--- config.mk ---
export PLATFORM = sky130hd
export DESIGN_NAME = text_typography_normalizer_core
export DESIGN_NICKNAME = d
export VERILOG_FILES = /design/src/rtl/tnorm_pkg.sv /design/src/rtl/text_typography_normalizer_core.sv
export SDC_FILE = /design/constraint.sdc
export NUM_CORES = 1
export LEC_CHECK = 0
export ABC_AREA = 1
export BUFFER_PORTS_ARGS = -buffer_cell sky130_fd_sc_hd__buf_2
export CAP_MARGIN = 20
export CORE_MARGIN = 2
export CORE_UTILIZATION = 42
export CTS_CLUSTER_SIZE = 20
export DETAILED_ROUTE_END_ITERATION = 10
export GPL_ROUTABILITY_DRIVEN = 0
export HOLD_SLACK_MARGIN = 0.05
export PLACE_DENSITY_LB_ADDON = 0.15
export SKIP_CTS_REPAIR_TIMING = 1
export SYNTH_ARGS = -nofsm -noshare
export SYNTH_HDL_FRONTEND = slang
export SYNTH_SLANG_ARGS = --single-unit
--- constraint.sdc ---
create_clock -name clk -period 7.1 [get_ports clk]
set_clock_uncertainty 0.05 [all_clocks]
set_input_delay 0.71 -clock clk [delete_from_list [all_inputs] [get_ports clk]]
set_output_delay 0.71 -clock clk [all_outputs]
set_load 0.03 [all_outputs]
--- src/rtl/tnorm_pkg.sv ---
`default_nettype none
// ----------------------------------------------------------------------------
// tnorm_pkg
// Shared types and byte constants for the typography normaliser.
// ----------------------------------------------------------------------------
package tnorm_pkg;

    localparam int BYTE_W   = 8;
    localparam int OP_W     = 2;
    // Most output bytes one request can produce
    localparam int MAX_OUT  = 4;
    localparam int CNT_W    = $clog2(MAX_OUT + 1);
    // Candidate bytes from normalise/flush/verbatim, before the paragraph newlines
    localparam int NUM_CAND = 3;
    localparam int NUM_NL   = 2;

    typedef enum logic [OP_W-1:0] {
        OP_NORMALIZE = 2'd0,
        OP_VERBATIM  = 2'd1,
        OP_FLUSH     = 2'd2,
        OP_PARA      = 2'd3
    } op_t;

    // UTF-8 lead and trail bytes
    localparam logic [BYTE_W-1:0] B_C2 = 8'hC2;
    localparam logic [BYTE_W-1:0] B_E2 = 8'hE2;
    localparam logic [BYTE_W-1:0] B_EF = 8'hEF;
    localparam logic [BYTE_W-1:0] B_BF = 8'hBF;
    localparam logic [BYTE_W-1:0] B_BB = 8'hBB;
    localparam logic [BYTE_W-1:0] B_AB = 8'hAB;
    localparam logic [BYTE_W-1:0] B_A0 = 8'hA0;
    localparam logic [BYTE_W-1:0] B_A6 = 8'hA6;
    localparam logic [BYTE_W-1:0] B_80 = 8'h80;
    localparam logic [BYTE_W-1:0] B_91 = 8'h91;
    localparam logic [BYTE_W-1:0] B_92 = 8'h92;
    localparam logic [BYTE_W-1:0] B_93 = 8'h93;
    localparam logic [BYTE_W-1:0] B_95 = 8'h95;
    localparam logic [BYTE_W-1:0] B_98 = 8'h98;
    localparam logic [BYTE_W-1:0] B_9B = 8'h9B;
    localparam logic [BYTE_W-1:0] B_9C = 8'h9C;
    localparam logic [BYTE_W-1:0] B_9F = 8'h9F;
    localparam logic [BYTE_W-1:0] B_B9 = 8'hB9;
    localparam logic [BYTE_W-1:0] B_BA = 8'hBA;

    // ASCII replacements
    localparam logic [BYTE_W-1:0] CH_NL     = 8'h0A;
    localparam logic [BYTE_W-1:0] CH_SPACE  = 8'h20;
    localparam logic [BYTE_W-1:0] CH_DQUOTE = 8'h22;
    localparam logic [BYTE_W-1:0] CH_SQUOTE = 8'h27;
    localparam logic [BYTE_W-1:0] CH_DASH   = 8'h2D;
    localparam logic [BYTE_W-1:0] CH_DOT    = 8'h2E;

endpackage : tnorm_pkg
`default_nettype wire

--- src/rtl/text_typography_normalizer_core.sv ---
// Results of a request are registered and appear on the output in the cycle after it is accepted.
// Throughput: one request per cycle while each gives at most one byte and out_ready is high; a
//   request that gives more bytes (up to 4) holds off new requests until its last byte is taken,
//   set by the single output port draining the result buffer one byte per accepted output.
// Reset: asynchronous, active low; nothing held, last byte a newline, newline run 2,
//   nothing emitted yet, output buffer empty.
`default_nettype none
// ----------------------------------------------------------------------------
// text_typography_normalizer_core
// Byte-stream typography normaliser: folds UTF-8 quotes, dashes, NBSP and the
// ellipsis to ASCII, drops the BOM, collapses spaces/newlines, adds paragraph
// breaks. Up to four result bytes per request, drained from a small buffer.
// ----------------------------------------------------------------------------
module text_typography_normalizer_core (
    input  wire logic                          clk,
    input  wire logic                          rst_n,
    input  wire logic                          in_valid,
    output logic                               in_ready,
    input  wire logic [tnorm_pkg::OP_W-1:0]    operation,
    input  wire logic [tnorm_pkg::BYTE_W-1:0]  byte_value,
    output logic                               out_valid,
    input  wire logic                          out_ready,
    output logic [tnorm_pkg::BYTE_W-1:0]       out_byte,
    output logic                               last_of_run
);
    import tnorm_pkg::*;

    // Normaliser state
    logic [BYTE_W-1:0] held0_reg, held0_next;
    logic [BYTE_W-1:0] held1_reg, held1_next;
    logic [1:0]        hc_reg, hc_next;
    logic [BYTE_W-1:0] last_reg, last_next;
    logic [1:0]        run_reg, run_next;
    logic              any_reg, any_next;

    // Result buffer, one request's bytes at a time, head at entry 0
    logic [BYTE_W-1:0] buf_reg [MAX_OUT];
    logic [BYTE_W-1:0] buf_next [MAX_OUT];
    logic [CNT_W-1:0]  cnt_reg, cnt_next;

    logic              in_acc;
    logic              out_acc;
    op_t               op;

    // Candidate bytes before collapsing
    logic [BYTE_W-1:0] cand_b [NUM_CAND];
    logic              cand_v [NUM_CAND];
    logic              cand_col;

    logic [BYTE_W-1:0] new_b [MAX_OUT];
    logic [CNT_W-1:0]  new_cnt;

    assign op        = op_t'(operation);
    assign out_valid = (cnt_reg != '0);
    assign out_byte  = buf_reg[0];
    assign last_of_run = (cnt_reg == CNT_W'(1));
    assign in_ready  = (cnt_reg == '0) || ((cnt_reg == CNT_W'(1)) && out_ready);
    assign in_acc    = in_valid && in_ready;
    assign out_acc   = out_valid && out_ready;

    // Candidate generation: decode the request against the held prefix bytes
    always_comb
    begin
        logic [1:0] n;
        logic       done;
        n          = '0;
        done       = 1'b0;
        cand_col   = 1'b1;
        held0_next = held0_reg;
        held1_next = held1_reg;
        hc_next    = hc_reg;
        for (int i = 0; i < NUM_CAND; i++)
        begin
            cand_b[i] = '0;
            cand_v[i] = 1'b0;
        end
        case (op)
            OP_VERBATIM:
            begin
                cand_col  = 1'b0;
                cand_b[0] = byte_value;
                cand_v[0] = 1'b1;
            end
            OP_FLUSH, OP_PARA:
            begin
                hc_next = '0;
                if (hc_reg == 2'd1 || hc_reg == 2'd2)
                begin
                    cand_b[0] = held0_reg;
                    cand_v[0] = 1'b1;
                end
                if (hc_reg == 2'd2)
                begin
                    cand_b[1] = held1_reg;
                    cand_v[1] = 1'b1;
                end
            end
            OP_NORMALIZE:
            begin
                hc_next = '0;
                if (hc_reg == 2'd2)
                begin
                    // Three-byte sequences
                    if (held0_reg == B_E2)
                    begin
                        case (byte_value) inside
                            [B_98:B_9B]:
                            begin
                                cand_b[0] = CH_SQUOTE; cand_v[0] = 1'b1; done = 1'b1;
                            end
                            [B_9C:B_9F], B_B9, B_BA:
                            begin
                                cand_b[0] = CH_DQUOTE; cand_v[0] = 1'b1; done = 1'b1;
                            end
                            [B_93:B_95]:
                            begin
                                cand_b[0] = CH_DASH; cand_v[0] = 1'b1; done = 1'b1;
                            end
                            B_A6:
                            begin
                                for (int i = 0; i < NUM_CAND; i++)
                                begin
                                    cand_b[i] = CH_DOT;
                                    cand_v[i] = 1'b1;
                                end
                                done = 1'b1;
                            end
                            default: ;
                        endcase
                    end
                    else if (byte_value == B_BF)
                    begin
                        // byte order mark dropped
                        done = 1'b1;
                    end
                    if (!done)
                    begin
                        cand_b[0] = held0_reg; cand_v[0] = 1'b1;
                        cand_b[1] = held1_reg; cand_v[1] = 1'b1;
                        n = 2'd2;
                    end
                end
                else if (hc_reg == 2'd1)
                begin
                    // Two-byte sequences, or the second byte of a three-byte one
                    if (held0_reg == B_C2)
                    begin
                        case (byte_value) inside
                            B_A0:
                            begin
                                cand_b[0] = CH_SPACE; cand_v[0] = 1'b1; done = 1'b1;
                            end
                            B_AB, B_BB:
                            begin
                                cand_b[0] = CH_DQUOTE; cand_v[0] = 1'b1; done = 1'b1;
                            end
                            B_91, B_92:
                            begin
                                cand_b[0] = CH_SQUOTE; cand_v[0] = 1'b1; done = 1'b1;
                            end
                            default: ;
                        endcase
                    end
                    else if (byte_value == ((held0_reg == B_E2) ? B_80 : B_BB))
                    begin
                        held1_next = byte_value;
                        hc_next    = 2'd2;
                        done       = 1'b1;
                    end
                    if (!done)
                    begin
                        cand_b[0] = held0_reg; cand_v[0] = 1'b1;
                        n = 2'd1;
                    end
                end
                // New byte, with nothing held
                if (!done)
                begin
                    if (byte_value == B_C2 || byte_value == B_E2 || byte_value == B_EF)
                    begin
                        held0_next = byte_value;
                        hc_next    = 2'd1;
                    end
                    else
                    begin
                        cand_b[n] = byte_value;
                        cand_v[n] = 1'b1;
                    end
                end
            end
            default: ;
        endcase
    end

    // Emitter chain: collapse candidates against the last byte, then add paragraph newlines
    always_comb
    begin
        logic [BYTE_W-1:0] b;
        logic              v;
        logic              col;
        logic              skip;
        last_next = last_reg;
        run_next  = run_reg;
        any_next  = any_reg;
        new_cnt   = '0;
        for (int i = 0; i < MAX_OUT; i++)
            new_b[i] = '0;
        for (int i = 0; i < NUM_CAND + NUM_NL; i++)
        begin
            if (i < NUM_CAND)
            begin
                b   = cand_b[i];
                v   = cand_v[i];
                col = cand_col;
            end
            else
            begin
                b   = CH_NL;
                v   = (op == OP_PARA) && any_next && (run_next != 2'd2);
                col = 1'b0;
            end
            skip = col && (((b == CH_SPACE) && (last_next == CH_SPACE || last_next == CH_NL))
                        || ((b == CH_NL) && (last_next == CH_NL)));
            if (v && !skip)
            begin
                if (new_cnt < CNT_W'(MAX_OUT))
                begin
                    new_b[new_cnt[CNT_W-2:0]] = b;
                    new_cnt = new_cnt + CNT_W'(1);
                end
                any_next  = 1'b1;
                last_next = b;
                if (b == CH_NL)
                    run_next = (run_next == 2'd2) ? 2'd2 : run_next + 2'd1;
                else
                    run_next = '0;
            end
        end
    end

    // Result buffer: load on accept, otherwise shift on each output request
    always_comb
    begin
        cnt_next = cnt_reg;
        for (int i = 0; i < MAX_OUT; i++)
            buf_next[i] = buf_reg[i];
        if (in_acc)
        begin
            cnt_next = new_cnt;
            for (int i = 0; i < MAX_OUT; i++)
                buf_next[i] = new_b[i];
        end
        else if (out_acc)
        begin
            cnt_next = cnt_reg - CNT_W'(1);
            for (int i = 0; i < MAX_OUT - 1; i++)
                buf_next[i] = buf_reg[i + 1];
        end
    end

    // Control state
    always_ff @(posedge clk or negedge rst_n)
    begin
        if (!rst_n)
        begin
            hc_reg   <= '0;
            last_reg <= CH_NL;
            run_reg  <= 2'd2;
            any_reg  <= 1'b0;
            cnt_reg  <= '0;
        end
        else
        begin
            cnt_reg <= cnt_next;
            if (in_acc)
            begin
                hc_reg   <= hc_next;
                last_reg <= last_next;
                run_reg  <= run_next;
                any_reg  <= any_next;
            end
        end
    end

    // Payload, no reset
    always_ff @(posedge clk)
    begin
        for (int i = 0; i < MAX_OUT; i++)
            buf_reg[i] <= buf_next[i];
        if (in_acc)
        begin
            held0_reg <= held0_next;
            held1_reg <= held1_next;
        end
    end

`ifndef SYNTHESIS
    // Buffer never holds more than one request's worth
    a_cnt_range: assert property (@(posedge clk) disable iff (!rst_n)
        cnt_reg <= CNT_W'(MAX_OUT))
        else $error("result buffer count out of range");

    // At most two prefix bytes are ever held
    a_hc_range: assert property (@(posedge clk) disable iff (!rst_n)
        hc_reg != 2'd3)
        else $error("held count reached three");

    // A paragraph break after output leaves two trailing newlines
    a_para_nl: assert property (@(posedge clk) disable iff (!rst_n)
        (in_acc && (op == OP_PARA) && any_reg) |=> (run_reg == 2'd2 && last_reg == CH_NL))
        else $error("paragraph break did not leave two newlines");

    // Output empties before a new request is loaded
    a_load_empty: assert property (@(posedge clk) disable iff (!rst_n)
        in_acc |-> (cnt_reg == '0 || (cnt_reg == CNT_W'(1) && out_acc)))
        else $error("request loaded over pending results");
`endif

endmodule : text_typography_normalizer_core
`default_nettype wire
Word level (Yosys, flattened, before mapping) --
Memory sizes are Yosys's and may differ from the RTL's. Cells that the tools add are included.
Word-level totals: bits in registers 32, memory bits (writable) 32, input bits 14, logic and storage cells 286, memories 1
Memories:
- buf_reg | words 4, bits a word 8, read ports 4, clocked after Yosys merged registers in 0, write ports 4, RTL line text_typography_normalizer_core.sv:37 | logic [BYTE_W-1:0] buf_reg [MAX_OUT];
Operators by class: $add $sub $neg 10, order comparisons 20, equality and inequality tests 40, mux-type cells 141, bitwise operators 15, reduce and logical (&&, ||, !) cells 52
Operators with widths (count):
- 32-bit 2-to-1 mux | 8
- 8-bit 2-to-1 mux | 19
- 8-bit == test (second input constant) | 14
- 24-bit 2-to-1 mux | 4
- 8-bit demux with 2-bit select | 5
- 32-bit bitwise mux | 2
- 2-bit 2-to-1 mux | 29
- 14-bit 2-to-1 mux | 4
- 6-bit 2-to-1 mux | 9
- 24-bit bitwise AND | 2
- 8-bit by 4-bit == test with 1-bit output (second input constant) | 6
- 8-bit by 6-bit == test with 1-bit output (second input constant) | 6
- 16-bit 2-to-1 mux | 3
- 24-bit inverter | 2
- 3-bit 2-to-1 mux | 13
- 1-bit 2-to-1 mux | 37
- 1-bit logical AND | 27
- 24-bit bitwise mux | 1
- 8-bit >= comparator (second input constant) | 3
- 8-bit <= comparator (second input constant) | 3
- 8-bit one-hot mux with 3 select lines | 1
- 22-bit 2-to-1 mux | 1
- 2-bit == test (second input constant) | 8
- 8-bit bitwise OR | 2
- 29 further kinds | 69

Depth between registers and ports, before layout --
Gate-level depths: netlist of run 1.
word-level depth 58, mapped depth 53

Least setup slack after synthesis of run 1 --
No wires, ideal clock.
path kind input -> register, from in byte_value[7] in the netlist's numbering, to mem buf_reg[0][7], data pin, arrival 5455 ps, required time 6791 ps, slack 1336 ps, cell stages on the path 46, buffers on the path 3, cell sequence buf_2 > inv_2 > nor2_2 > nand2_1 > nor2_1 > nand3_2 > nand2_2 > nand2_2 > nand3_2 > nand2_2 > or2_1 > nand4_1 > a22oi_1 > nor2_1 > nand3_2 > nand3_4 > nand2_4 > nand2_1 > [10 not listed] > nand2_1 > nor2_2 > nand2_4 > nand2_4 > buf_6 > nor3_1 > a21oi_1 > ha_1 > nand3b_2 > nand2_1 > o21ai_1 > ha_1 > nor2_4 > nand3_4 > inv_4 > nand2_4 > nand2_2 > o21ai_2
RTL lines:
- start, declared | RTL line text_typography_normalizer_core.sv:20 | input wire logic [tnorm_pkg::BYTE_W-1:0] byte_value,
- end, declared | RTL line text_typography_normalizer_core.sv:37

==> impl.org, run 1 <==
** Clock network
- Counting along the longest clock path gives a buffer depth of 2.
- Clock-pin slew was measured on the worst setup and hold paths at approximately 0.06 ns.
- CTS saw 64 sinks.
- Total clock buffers created by CTS :: 9
- The clock tree synthesis step divided the H-tree into 3 levels.
- Clock tree synthesis selected as its root buffer the cell clkbuf_16.
- The later pin in the worst-skew pair is clocked with a latency of about 0.34 ns.
- CTS tree :: done

** STA
- Highest clock rate :: 153 MHz
- Setup repair after global routing left no endpoint under its margin.
- Headroom to the max-slew limit came out at around a third.
- At the pin with the least slew margin, the transition time is between 1 and 1.5 ns.
- Hold timing on the final database bottoms out at a slack of ~0.25 ns.
- For the finished layout, the period the worst path requires is about 6.5 ns.
- The final-report hold violation count is 0.
- Summed over all failing endpoints, the final setup total negative slack is 0 ns.
- Max-slew violations :: 0
- Setup slack on the critical path of the routed design comes to roughly 0.56 ns.
- Final-report setup violation count :: 0
- Portion of the clock cycle consumed by the worst path in the final layout :: 92.1%

** Synthesis
- Sequential share of the synthesized area :: between 30% and 40%
- Post-Synth Adder-Cell Area :: 4.76%
- The share of synthesized area in the top cell type comes to a little over a quarter.
- Summing the areas of all and, or, nand and nor instances in the mapped netlist gives between 30% and 40% of the synthesized area.
- Share of flip-flops with an asynchronous set or reset :: between 20% and 30%
- Xor/xnor share of the synthesized area :: 0.159%
- The average instance in the mapped netlist occupies 7.00 um^2.
- Flip-flop and latch count after synthesis :: 64
- The cell area that synthesis handed to floorplanning was ~5500 um^2.
- Compound-gate portion of the synthesized area :: 12.5%
- The synthesized design spends more area on one cell type than any other, namely edfxtp_1.
- Yosys printed 0 warnings.
- The synthesized design contains 48 enable-type register cells.
- Main combinational cell family by area after synthesis :: simple AND/OR/NAND/NOR gates
- Cell types occupying the most area after synthesis :: edfxtp_1 (26%), nand2_1 (14%), inv_1 (7.3%)
- Syn_nets :: between 800 and 900
- Multiplexer cells account for 0% of the synthesized area.
- After synthesis, the netlist uses 49 different library cells.
- In the synthesized netlist the dominant register cell turns out to be edfxtp_1.
- Cells after Synth :: ~790

** Final layout
- Max FFs per register :: 32
- 0 antenna diodes ended up in the layout.
- Area growth from synthesis to final layout :: 13.2%
- Leaving out fill and tap cells, the most frequent cell in the layout is nand2_1.
- In the layout the commonest cells are nand2_1 (202), inv_1 (108), nand3_1 (77), nor2_1 (75), edfxtp_1 (48).
- The finished layout holds 995 standard cells, fillers aside.
- Fraction of final layout cells sized beyond drive strength 1 :: ~16%
- Once layout is done, the placed cells without fillers occupy 6240 um^2.
- For this run, the share of the core covered by cells in the final layout is 49.1%.
- Across the whole layout, storage elements account for 1850 um^2.
- In the final design database the tool counted between 800 and 900 nets.
- In the final layout, the multi-input gates occupy between 3000 and 4000 um^2.
- Fill cells in the final layout number 1265.

** Detailed routing
- Drt pass-1 iters :: 8
- Wire length per cell after detailed routing :: around 16 um
- In this run the remaining antenna-violating nets after routing total 0.
- DR vias/cell :: 5.52
- In this run, the number of DRC markers left after iteration 0 of detailed routing was around 550.
- Post-route DRC violation count :: 0
- Total via count in the routed design :: between 5000 and 6000
- The routed design has 16.4 mm of wire.

** Floorplan
- Die width :: ~120 um
- The initialized floorplan defines between 40 and 50 standard-cell rows.
- 25 I/O pins were placed.
- The die covers about 14000 um^2.
- Starting utilization of the core area :: roughly 43%
- Core area :: about 13000 um^2
- The die is 119 um tall.

** Setup path
- For this run, the slowest stage of the critical path takes 0.31 ns.
- Category of cells accounting for the largest share of critical-path delay :: simple AND/OR/NAND/NOR gates
- CP Data Required Time :: 7.15 ns
- By instance count, the cell type seen most on the critical path is nand2_1.
- Of all nets on the critical path, the largest fanout is 21.
- Arrival @ worst endpoint :: approximately 6.6 ns
- The setup path with the least slack is of type in2reg.
- Among all stages on the critical path, the largest delay is contributed by nand3b_2.
- STA classifies the critical path startpoint as a primary input.
- The number of buffers and inverters on the critical path is 6.
- Capturing element type of the critical path :: register

** Pwr
- Power density over cell area :: 273 nW/um^2
- Leakage :: approximately 3 nW
- Tot Pwr :: roughly 1.7 mW
- Maximum vdd ir drop :: between 0.1 and 0.15 mV

** Placement
- The placed instances occupy a cell area of 5850 um^2.
- Placed cell count :: 979
- OpenSTA, run right after detailed placement, puts the worst setup slack at approximately 0.11 ns.
- Detailed Place HPWL :: about 13 mm
- Port bufs :: 24

** Global route
- Initial antenna violation count :: 0
- Wire length of the first global-routing pass :: roughly 26 mm
- Global routing used between 20% and 30% of the available tracks.
- Pin count of the biggest net entering global routing :: 29
- The number of global-route vias before repair was approximately 5100.
- GR Overflow Total :: 0

** Run status
- Outcome :: finished, final reports clean

** Job
- Max-cap viol count :: 0

** Hold path
- The min-delay analysis places its worst path in the category in2async.
-- final cells by class --
class                           instances  share of cell area (%)
Multi-Input combinational cell        584                    50.3
Tap cell                              172                    3.45
Sequential cell                        64                    29.6
Clock buffer                            9                    3.61
Inverter                              125                    7.64
Clock inverter                          7                    2.29
Timing Repair Buffer                   34                    3.13
-- power by group --
| group | total [mW] | switching, mW | internal (mW) |
|---|---|---|---|
| registers | 0.581 | 0.0423 | 0.539 |
| clock network | 0.550 | 0.171 | 0.379 |
| logic | 0.571 | 0.388 | 0.183 |
| total | 1.70 | 0.602 | 1.10 |
-- path summary, 6_finish.rpt --
check	start	end	slack, ns	cells after the start
max	byte_value[7]	buf_reg[0][6]$_DFFE_PP_	0.56	43
min	rst_n	any_reg$_DFFE_PN0P_	0.25	1
max reg2reg	hc_reg[0]$_DFFE_PN0P_	buf_reg[0][6]$_DFFE_PP_	0.63	36
min reg2reg	hc_reg[1]$_DFFE_PN0P_	hc_reg[1]$_DFFE_PN0P_	0.45	1
max in group asynchronous	rst_n	run_reg[1]$_DFFE_PN1P_	6.43	1
min in group clk	hc_reg[1]$_DFFE_PN0P_	hc_reg[1]$_DFFE_PN0P_	0.45	1
-- layer usage --
metal  GRT usage (%)  up-vias  wire length (um)
met5               0        -                 0
met4            10.6        0               584
met3            4.30       46              1350
met2            36.8      262              7310
met1            31.8     2506              7120
li1                -     2680                 -
-- synth_stat cells (11+ instances only) --
cell type,instances
a21oi_1,27
dfrtp_1,13
edfxtp_1,48
ha_1,21
inv_1,108
inv_2,11
nand2_1,202
nand2_2,13
nand2_4,11
nand3_1,77
nand4_1,15
nor2_1,76
o21ai_0,36
o21ai_1,13
-- worst reg2reg max path, delay by kind of cell, from the launching register on --
kind                       cells  cell delay [ns]
buffers and inverters          5             0.75
adders and majority gates      3             0.69
AOI/OAI and AO/OA              5             0.93
and+or+nand+nor               23             3.47
DFF                            1             0.37
-- cell families after synthesis --
group           after synthesis
compound gates              116
xor+xnor                      1
fa+ha+maj                    21
buf+inv                     140
flops                        64
simple gates                446
Power figures use the tool's default switching activity.
==> run 2: changes to the inputs <==
Settings changed: RECOVER_POWER from default to 100.
==> impl.org, run 2 (same netlist as run 1, synthesis figures left out) <==
** Final layout
- Antenna diodes :: 0 (unchanged)
- Top library cells by usage in the layout, fill and taps aside :: nand2_1 (202), inv_1 (108), nand3_1 (77), nor2_1 (75), edfxtp_1 (48) (unchanged)
- The storage element area came to 1850 um^2 (unchanged).
- Max FFs per register :: 32 (unchanged)
- The layout net count came to 853 (unchanged).
- The area occupied by multi-input gates was 3140 um^2 (unchanged).
- The final core area utilization was 48.8% (was 49.1%).
- FILL cells :: 1279 (was 1265)
- Most common cell after layout, fill and taps aside :: nand2_1 (unchanged)
- The area added between synthesis and finish is 12.6% (was 13.2%).
- The fraction of layout instances using a drive strength above 1 came to 13.5% (was 15.6%).

** Detailed routing
- Wire length per cell after detailed routing :: 16.4 um (about the same)
- The routed wire length is 16.3 mm (was 16.4 mm).
- The final antenna-violating net count is 0 (unchanged).
- DR vias/cell :: 5.59 (was 5.52)
- The number of remaining DRC errors was 0 (unchanged).
- The initial detailed-routing violation count came to 539 (was 547).
- The number of vias after detailed routing was 5563 (was 5494).
- The number of iterations in the first detailed-routing pass was 7 (was 8).

** Setup path
- Critical path fanouts, max :: 21 (unchanged)
- The arrival time at the worst endpoint is 6.56 ns (was 6.58 ns).
- CP dominant cell by count :: nand2_1 (unchanged)
- Crit Path Category :: in2reg (unchanged)
- The launching element type of the critical path is a primary input (unchanged).
- Worst stage delay on the critical path :: 0.38 ns (was 0.31 ns)
- The library cell contributing the largest single delay on the critical path is nor4_4 (was nand3b_2).
- Capturing element type of the critical path :: register (unchanged)
- Category of cells accounting for the largest share of critical-path delay :: simple AND/OR/NAND/NOR gates (unchanged)
- The path depth of the worst reg2reg path is 36 (unchanged).
- Number of buffer and inverter instances along the worst setup path :: 6 (unchanged)
- Stages on the worst setup path :: 40 (was 43)
- CP Data Required Time :: 7.15 ns (about the same)

** STA
- The measured slew at the worst slew-check pin came to 1.41 ns (was 1.02 ns).
- Tmin final :: 6.51 ns (was 6.54 ns)
- The worst max-slew margin expressed relative to the limit is 6.09% (was 31.6%).
- Final total negative setup slack :: 0 ns (unchanged)
- Hold violation total from the final report :: 0 (unchanged)
- RSZ-0062 raised after global routing: no (unchanged).
- Highest clock rate :: 154 MHz (was 153 MHz)
- The final setup violation count is 0 (unchanged).
- The final clock period utilization by the worst path came to 91.7% (was 92.1%).
- Max-slew violations :: 0 (unchanged)

** Pwr
- Leakage :: 2.88 nW (was 2.94 nW)
- Maximum vdd ir drop :: 0.135 mV (about the same)
- The cell area power density was 273 nW/um^2 (about the same).
- The power consumption came to 1.70 mW (about the same).

** Clock network
- The clock latency reported for the late side of the worst-skew pair is 0.35 ns (was 0.34 ns).
- The total number of H-tree levels was 3 (unchanged).
- The clock buffer count from CTS came to 9 (unchanged).
- CTS root buf :: clkbuf_16 (unchanged)
- The clock input transition at the sequential cells of the worst setup and hold paths came to 0.06 ns (about the same).
- The worst-case clock buffer depth was 2 (unchanged).
- The total clock sinks came to 64 (unchanged).
- CTS tree :: done (unchanged)

** Floorplan
- The starting utilization of the core area is 43.4% (unchanged).
- Die width :: 119 um (unchanged)
- Full die area :: 14100 um^2 (unchanged)
- Number of placed I/O pins :: 25 (unchanged)
- The number of rows in the core area is 41 (unchanged).
- The area of the core is 12700 um^2 (unchanged).
- The die outline height came to 119 um (unchanged).

** Global route
- Wire length of the first global-routing pass :: 26.3 mm (unchanged)
- The total congestion overflow was 0 (unchanged).
- The number of antenna violations at the first check in global routing came to 0 (unchanged).
- The global-route total usage across every layer was 23.6% (unchanged).
- Vias in the first global route :: 5069 (unchanged)
- Pin count of the biggest net entering global routing :: 29 (unchanged)

** Hold path
- Cell depth of the worst min-delay path :: 1
- Kind of path behind the tightest hold check :: reg2reg (was in2async)

** Job
- Max-cap viol count :: 0 (unchanged)

** Placement
- Detailed Place HPWL :: 12.8 mm (unchanged)
- Port bufs :: 24 (unchanged)

** Run status
- Outcome :: finished, final reports clean (unchanged)
[run 2: cell count changes in the layout (fill, tap and decap cells not counted), sizes merged]
cell	previous run	this run
clkbuf	9	26
buf	34	17
[run 2: per-layer routing]
metal	vias to the layer above	share of wire (%)	wire [um]	global-route usage, %
met1	2547	44	7180	31.8
met2	283	44	7270	36.8
met5	-	0	0	0
met4	0	3.7	597	10.6
met3	53	8.0	1300	4.30
li1	2680	-	-	-
[run 2: where the power goes]
part	switching [mW]	leakage, nW	internal [mW]
Clock	0.173	0.180	0.379
Combinational	0.388	2.05	0.173
Sequential	0.0430	0.653	0.539
Total	0.604	2.88	1.09
[run 2: layout make-up]
class                           instances  share of cell area, %
Tap cell                              172                   3.46
Clock buffer                            9                   3.63
Timing Repair Buffer                   34                   2.64
Sequential cell                        64                   29.7
Inverter                              125                   7.68
Multi-Input combinational cell        584                   50.6
Clock inverter                          7                   2.30
[run 2: worst paths after layout]
check / from / to / slack, ns
setup / recovery: byte_value[6] / buf_reg[0][6]$_DFFE_PP_ / 0.59
setup reg to reg: hc_reg[0]$_DFFE_PN0P_ / buf_reg[0][6]$_DFFE_PP_ / 0.65
hold / removal: hc_reg[1]$_DFFE_PN0P_ / hc_reg[1]$_DFFE_PN0P_ / 0.45
max in group asynchronous: rst_n / hc_reg[1]$_DFFE_PN0P_ / 5.94
min in group asynchronous: rst_n / run_reg[0]$_DFFE_PN0P_ / 0.46
hold reg to reg: hc_reg[1]$_DFFE_PN0P_ / hc_reg[1]$_DFFE_PN0P_ / 0.45
[run 2: per-stage QoR]
step | instances | setup slack [ns] | hold WS [ns] | instance area [um^2]
after detailed placement | 979 | 0.112 | 0.449 | 5850
after global routing | 995 | 0.0119 | 0.482 | 6210
final | 995 | 0.591 | 0.455 | 6210
after global placement | 979 | 0.201 | 0.444 | 5850
after CTS | 995 | 0.469 | 0.257 | 6210
after floorplan | 788 | 1.34 | 0.364 | 5520
[run 2: worst register-to-register path: cells and delay by family, from the launching register on]
kind	cells	cell delay [ns]
simple gates	23	3.45
compound gates	5	0.91
buf+inv	5	0.74
fa+ha+maj	3	0.69
flops	1	0.37
